### src/rtl/iole_pkg.sv
// Package for the indexed ordered list engine.
// Holds command and status codes, transaction structs and cell control.
// No dependencies.
package iole_pkg;

  localparam int CAPACITY_DEF = 16;
  localparam int CMD_W = 3;
  localparam int POS_W = 8;
  localparam int DATA_W = 32;
  localparam int STATUS_W = 2;
  localparam int COUNT_W = 5;

  typedef enum logic [CMD_W-1:0] {
    CMD_READ   = 3'd0,
    CMD_HEAD   = 3'd1,
    CMD_TAIL   = 3'd2,
    CMD_INSERT = 3'd3,
    CMD_DELETE = 3'd4
  } cmd_e;

  localparam logic [STATUS_W-1:0] ST_DONE    = 2'd0;
  localparam logic [STATUS_W-1:0] ST_BAD_POS = 2'd1;
  localparam logic [STATUS_W-1:0] ST_FULL    = 2'd2;

  typedef struct packed {
    logic [CMD_W-1:0]         command;
    logic [POS_W-1:0]         position;
    logic signed [DATA_W-1:0] value;
  } req_t;

  typedef struct packed {
    logic [STATUS_W-1:0]      status;
    logic signed [DATA_W-1:0] read_value;
    logic [COUNT_W-1:0]       count;
  } rsp_t;

  typedef struct packed {
    logic             ins;
    logic             del;
    logic [POS_W-1:0] pos;
  } cell_ctl_t;

endpackage

### src/rtl/iole_cell.sv
// One storage cell of the shifting list chain.
// Takes the new value or its left neighbor on insert, its right neighbor on delete.
// Depends on iole_pkg.
module iole_cell #(
  parameter int IDX = 0
) (
  input  logic                      clk,
  input  iole_pkg::cell_ctl_t       ctl,
  input  logic [iole_pkg::DATA_W-1:0] value,
  input  logic [iole_pkg::DATA_W-1:0] left,
  input  logic [iole_pkg::DATA_W-1:0] right,
  output logic [iole_pkg::DATA_W-1:0] data,
  output logic [iole_pkg::DATA_W-1:0] rd_out
);
  import iole_pkg::*;

  localparam logic [POS_W-1:0] MY_POS = POS_W'(IDX);

  always_ff @(posedge clk) begin
    if (ctl.ins) begin
      if (MY_POS == ctl.pos) begin
        data <= value;
      end else if (MY_POS > ctl.pos) begin
        data <= left;
      end
    end else if (ctl.del && (MY_POS >= ctl.pos)) begin
      data <= right;
    end
  end

  assign rd_out = (MY_POS == ctl.pos) ? data : '0;

endmodule

### src/rtl/indexed_ordered_list_engine.sv
// Indexed ordered list engine: top level.
// Command decode, entry count, result register and the row of iole_cell.
// Depends on iole_pkg and iole_cell.
//
// Usage:
//   A command transaction is taken at a rising edge with start high and busy
//   low. Commands: read, insert at head, append at tail, insert at position,
//   delete at position. Each command gives exactly one result on the next
//   cycle: done is high for one cycle with result (status, read_value, count).
//   A new command may be given every cycle while busy is low, since every cell
//   shifts or loads in the same cycle.
//   Status: done, invalid position (list unchanged; also unused commands) or full (insert refused).
//   read_value is zero except for a successful read.
//   Reset (rst, synchronous) empties the list and holds busy high for one
//   cycle; cell contents are not cleared, only the count.
//   The receiver cannot stall: a result is shown for one cycle only.
module indexed_ordered_list_engine #(
  parameter int CAPACITY = iole_pkg::CAPACITY_DEF
) (
  input  logic           clk,
  input  logic           rst,
  input  logic           start,
  output logic           busy,
  input  iole_pkg::req_t request,
  output logic           done,
  output iole_pkg::rsp_t result
);
  import iole_pkg::*;

  localparam int CNT_W = $clog2(CAPACITY + 1);
  localparam int CMP_W = (CNT_W > POS_W ? CNT_W : POS_W) + 1;

  logic [CNT_W-1:0]  cnt;
  logic [CNT_W-1:0]  cnt_next;
  logic              accept;
  logic [CMP_W-1:0]  pos_ext;
  logic [CMP_W-1:0]  cnt_ext;
  logic              full;
  cell_ctl_t         ctl;
  logic [STATUS_W-1:0] status_next;
  logic [DATA_W-1:0] rd_any;
  logic [DATA_W-1:0] rd_next;

  logic [DATA_W-1:0] cell_data [CAPACITY];
  logic [DATA_W-1:0] cell_rd   [CAPACITY];

  assign accept  = start && !busy;
  assign pos_ext = CMP_W'(request.position);
  assign cnt_ext = CMP_W'(cnt);
  assign full    = (cnt == CNT_W'(CAPACITY));

  always_comb begin
    ctl         = '0;
    status_next = ST_BAD_POS;
    cnt_next    = cnt;
    rd_next     = '0;
    case (request.command)
      CMD_READ: begin
        if (pos_ext < cnt_ext) begin
          status_next = ST_DONE;
          rd_next     = rd_any;
        end
      end
      CMD_HEAD, CMD_TAIL: begin
        if (full) begin
          status_next = ST_FULL;
        end else begin
          status_next = ST_DONE;
          ctl.ins     = accept;
          ctl.pos     = (request.command == CMD_HEAD) ? '0 : POS_W'(cnt);
          cnt_next    = cnt + CNT_W'(1);
        end
      end
      CMD_INSERT: begin
        if (pos_ext > cnt_ext) begin
          status_next = ST_BAD_POS;
        end else if (full) begin
          status_next = ST_FULL;
        end else begin
          status_next = ST_DONE;
          ctl.ins     = accept;
          ctl.pos     = request.position;
          cnt_next    = cnt + CNT_W'(1);
        end
      end
      CMD_DELETE: begin
        if (pos_ext < cnt_ext) begin
          status_next = ST_DONE;
          ctl.del     = accept;
          ctl.pos     = request.position;
          cnt_next    = cnt - CNT_W'(1);
        end
      end
      default: begin
        status_next = ST_BAD_POS;
      end
    endcase
    if (request.command == CMD_READ) begin
      ctl.pos = request.position;
    end
  end

  always_comb begin
    rd_any = '0;
    for (int i = 0; i < CAPACITY; i++) begin
      rd_any = rd_any | cell_rd[i];
    end
  end

  for (genvar g = 0; g < CAPACITY; g++) begin : g_cell
    logic [DATA_W-1:0] left;
    logic [DATA_W-1:0] right;
    if (g == 0) begin : g_first
      assign left = request.value;
    end else begin : g_mid_l
      assign left = cell_data[g-1];
    end
    if (g == CAPACITY - 1) begin : g_last
      assign right = cell_data[g];
    end else begin : g_mid_r
      assign right = cell_data[g+1];
    end
    iole_cell #(.IDX(g)) u_cell (
      .clk    (clk),
      .ctl    (ctl),
      .value  (request.value),
      .left   (left),
      .right  (right),
      .data   (cell_data[g]),
      .rd_out (cell_rd[g])
    );
  end

  always_ff @(posedge clk) begin
    if (rst) begin
      cnt  <= '0;
      busy <= 1'b1;
      done <= 1'b0;
    end else begin
      busy <= 1'b0;
      done <= accept;
      if (accept) begin
        cnt <= cnt_next;
      end
    end
  end

  always_ff @(posedge clk) begin
    if (accept) begin
      result.status     <= status_next;
      result.read_value <= rd_next;
      result.count      <= COUNT_W'(cnt_next);
    end
  end

endmodule

### config.mk
export PLATFORM = sky130hd
export DESIGN_NAME = indexed_ordered_list_engine
export DESIGN_NICKNAME = d
export VERILOG_FILES = /design/src/rtl/iole_pkg.sv /design/src/rtl/iole_cell.sv /design/src/rtl/indexed_ordered_list_engine.sv
export SDC_FILE = /design/constraint.sdc
export NUM_CORES = 2
export LEC_CHECK = 0
export ABC_CLOCK_PERIOD_IN_PS = 5900
export BUFFER_PORTS_ARGS = -buffer_cell sky130_fd_sc_hd__buf_2
export CORE_MARGIN = 2
export CORE_UTILIZATION = 43
export DETAILED_ROUTE_END_ITERATION = 7
export GPL_TIMING_DRIVEN = 0
export PLACE_DENSITY = 0.58
export SYNTH_ARGS = -nofsm -noshare
export SYNTH_HDL_FRONTEND = slang
export SYNTH_SLANG_ARGS = --single-unit
export TNS_END_PERCENT = 1
### constraint.sdc
create_clock -name clk -period 5.9 [get_ports clk]
set_clock_uncertainty 0.05 [all_clocks]
set_input_delay 1.18 -clock clk [delete_from_list [all_inputs] [get_ports clk]]
set_output_delay 1.18 -clock clk [all_outputs]
set_load 0.01 [all_outputs]
==> summary.txt <==
Outcome: finished with violations
Violations in the final reports: max-capacitance violations, max-slew violations, negative setup slack
Number of cell rows: 99
Switching power total: 0.002543 W
Async set-reset flop share out of synthesis: 0%
Post-synth EDFFs: 551
Post-synthesis sequential area ratio: 52.29%
Peak Freq: 0.1629 GHz
Part of the total power dissipated in sequential elements: 46.7%
Number of buffer and inverter stages on the critical path: 2
Top post-synthesis cells by area: sky130_fd_sc_hd__edfxtp_1, sky130_fd_sc_hd__mux2i_1, sky130_fd_sc_hd__nand2_1
Post-layout nets: 3,126
Average detailed-routed wire length per instance: 40.99 um
Post-CTS clock slew at the launch and capture registers of the worst setup and hold paths: 60 ps
Die area: 76,400 um2
Initial core utilization: 43.59%
Total I/O pin count: 87
Filler cell count in the final layout: 6,602
Worst hold slack: 513.7 ps
Die extent in x: 276.4 um
DRC viols: 0
Antenna violations before repair: 12
Slew Viols, Final: 98
Register-to-register setup slack: -140 ps
Non-filler cells in the finished layout: 4,088
Worst Slack Setup Final: -238.7 ps
Maximum fanout count along the critical path: 10
Crit path top cell by count: sky130_fd_sc_hd__nand4_1
Number of buffers added by the clock tree synthesis step: 69
Cell chain of the critical path: buf_2, ha_1, nor2b_1, o21ai_1, nand4_1, nand2_1, clkbuf_1, nand4_1, o22ai_1, a221oi_1, a31oi_1
Count of maximum capacitance violations: 10
Standard cell with the maximum stage delay on the critical path: sky130_fd_sc_hd__nand4_1
Pin count of the biggest net entering global routing: 32
Area share of the largest cell type after synthesis: 51.85%
CTS tree: yes
DP HPWL: 112,700 um
Final period util: 104.0%
Clock Latency Late Sink: 640 ps
Start point of the worst min-delay path: g_cell[15].u_cell.data[12]
Time the worst path needs with I/O delays and setup: 6139 ps
Post-Route Utilization: 49.85%
Switching fraction of total power: 26.30%
Relative contribution of the clock network to total power: 43.9%
Worst ir drop on vdd: 0.2014 mV
Starting DRC count in detailed routing: 5,918
Final wirelength: 167,500 um
Hold path depth: 2
Die height: 276.4 um
Startpoint class of the critical path: primary input
Number of buffers on the longest clock path: 3
Power density over the cells: 264.9 nW/um2
H-tree levels: 3
RSZ-0062 raised after global routing: yes
Worst hold path type: register to register
Worst reg2reg path depth: 11
Required time at the endpoint of the critical path: 6250 ps
Sink Count: 558
Total number of yosys warnings: 0
Syn_nets: 2,937
Commonest cells in the netlist: sky130_fd_sc_hd__edfxtp_1, sky130_fd_sc_hd__nand2_1, sky130_fd_sc_hd__mux2i_1
Combinational share of power: 9.4%
Routed vias: 29.50k
Synth-to-layout area growth: 14.38%
IO buf count: 86
1st-pass router iterations: 7
Final weighted congestion in routability-driven placement: 1.024
Worst Setup End Kind: register
Final hold violations: 0
Delay of the slowest cell on the worst path: 1390 ps
R2r endpoint: result[27]
Vias in the first global route: 27.25k
Final setup vio count: 30
Synthesized area per cell: 11.07 um2
Cell taking the most area after synthesis: sky130_fd_sc_hd__edfxtp_1
Number of nets with antenna violations after detailed routing: 0
Clock tree root driver cell: sky130_fd_sc_hd__clkbuf_16
Cell type group with the largest total delay on the critical path: simple AND/OR/NAND/NOR gates
Leakage component of the power: 13.52 nW
Post-CTS Setup Bufs: 0
Most frequent cell after synthesis: sky130_fd_sc_hd__edfxtp_1
Number of placed instances with taps included: 3,955
Internal power contribution: 0.007126 W
Flip-flop and latch area: 16,690 um2
Area of the core: 73,210 um2
Arrival @ worst endpoint: 6490 ps
Worst-case headroom to the max-slew limit: -16.85%
Total negative slack for setup checks: -2309 ps
Multi-input gate area in the final layout: 14,010 um2
Gate count after technology mapping: 2,883
Via count normalized by instance count: 7.215
Worst path depth: 11
Startpoint-to-endpoint class of the critical path: primary input to register
Worst Max-Slew Pin Slew: 1753 ps
Top_reg_cell synth: sky130_fd_sc_hd__edfxtp_1
Global-route wire length before repair: 225,100 um
Pwr Total: 0.009669 W
Total routing usage reported by global routing: 42.44%
GRT Residual Overflow: 0
Unique cell type count in the Yosys netlist: 78
Number of storage elements in the synthesis netlist: 558
Worst hold path endpoint: g_cell[14].u_cell.data[12]
Fraction of final layout cells sized beyond drive strength 1: 14.43%
Worst r2r src: cnt[2]
Post-synthesis instance area: 31,910 um2
## worst min-delay path: cells and delay by family, from the launching register on
kind / cells / cell delay [ps]
DFF: 1 / 340
AOI/OAI and AO/OA: 1 / 60
and+or+nand+nor: 1 / 50
## flip-flops by register name, indices dropped and copies added (netlist names)
register / flops
g_cell.u_cell.data: 512
result: 39
cnt: 5
busy: 1
done: 1
## power groups by stage
stage	registers, W	logic (W)	clock network [W]
global route	0.00452	0.000910	0.00436
detailed placement	0.00459	0.000845	0
finish	0.00452	0.000905	0.00425
global placement	0.00461	0.000795	0
CTS	0.00451	0.000849	0.00422
floorplan	0.00457	0.000427	0
## layer usage
layer	wire (um)	global-route usage [%]	vias up
li1	-	-	11360
met1	59990	54.32	14440
met2	67240	58.81	2940
met3	26280	16.80	739
met4	13910	28.60	12
met5	133	0.3127	-
## timing repair
item | in CTS | in global routing
setup endpoints to repair | 0 | 5
resized for setup | 0 | 4
hold buffers | 0 | 0
## cell usage in the layout, fill, tap and decap left out, types with 8 or more instances in the layout
cell type                   count
sky130_fd_sc_hd__clkbuf_1     148
sky130_fd_sc_hd__buf_12        13
sky130_fd_sc_hd__inv_1          9
sky130_fd_sc_hd__nor3_1        11
sky130_fd_sc_hd__mux2_2        78
sky130_fd_sc_hd__a32o_1        13
sky130_fd_sc_hd__nand2_1      523
sky130_fd_sc_hd__a31oi_1       29
sky130_fd_sc_hd__a22o_1        48
sky130_fd_sc_hd__o21ai_1      189
sky130_fd_sc_hd__nor4_1        10
sky130_fd_sc_hd__clkbuf_16     73
sky130_fd_sc_hd__buf_8          8
sky130_fd_sc_hd__buf_2        143
sky130_fd_sc_hd__nand3_1       41
sky130_fd_sc_hd__a21oi_1       47
sky130_fd_sc_hd__nor2_1        30
sky130_fd_sc_hd__and3_1        10
sky130_fd_sc_hd__diode_2       11
sky130_fd_sc_hd__a221oi_1      27
sky130_fd_sc_hd__nand4_1        9
sky130_fd_sc_hd__a32oi_1       17
sky130_fd_sc_hd__buf_6         27
sky130_fd_sc_hd__edfxtp_1     551
sky130_fd_sc_hd__a211oi_1      16
sky130_fd_sc_hd__ha_1           8
sky130_fd_sc_hd__o2bb2ai_1     22
sky130_fd_sc_hd__nor4_4        10
sky130_fd_sc_hd__a22oi_1       42
sky130_fd_sc_hd__buf_4         35
sky130_fd_sc_hd__o21ai_0      272
sky130_fd_sc_hd__a222oi_1      11
sky130_fd_sc_hd__mux2i_1      476
sky130_fd_sc_hd__clkinv_1      15
## layout make-up
class / count / share of cell area [%]
Sequential cell: 558 / 45.72
Antenna cell: 11 / 0.07542
Tap cell: 959 / 3.288
Inverter: 12 / 0.1268
Multi-Input combinational cell: 2056 / 38.39
Timing Repair Buffer: 118 / 2.873
Clock buffer: 90 / 5.235
Buffer: 257 / 3.682
Clock inverter: 27 / 0.6102
## worst max path at each step
stage / startpoint / slack [ps] / endpoint
floorplan: request[36] / 430 / g_cell[5].u_cell.data[0]
global placement: request[36] / -3230 / g_cell[12].u_cell.data[30]
detailed placement: request[36] / -460 / result[6]
CTS: request[36] / 170 / result[34]
global route: request[33] / -10 / result[27]
finish: request[33] / -240 / result[27]
## per-stage QoR
step                      setup slack [ps]  cell area [um2]
after floorplan                      426.0            31910
final                               -238.7            36500
after detailed placement            -458.0            34250
after global placement               -3230            33540
after global routing                -11.85            36470
after CTS                            166.2            36380
## cells by family (layout without fill, tap and decap cells)
group | count (synthesis) | in the layout | synth area share, %
compound gates | 794 | 794 | 15.53
simple gates | 695 | 695 | 9.701
flops | 558 | 558 | 52.29
mux | 554 | 554 | 17.68
buf+inv | 269 | 504 | 4.341
fa+ha+maj | 8 | 8 | 0.3137
xor+xnor | 5 | 5 | 0.1372
other cells | 0 | 11 | 0
Note: power is estimated with default switching activity, not from simulation.
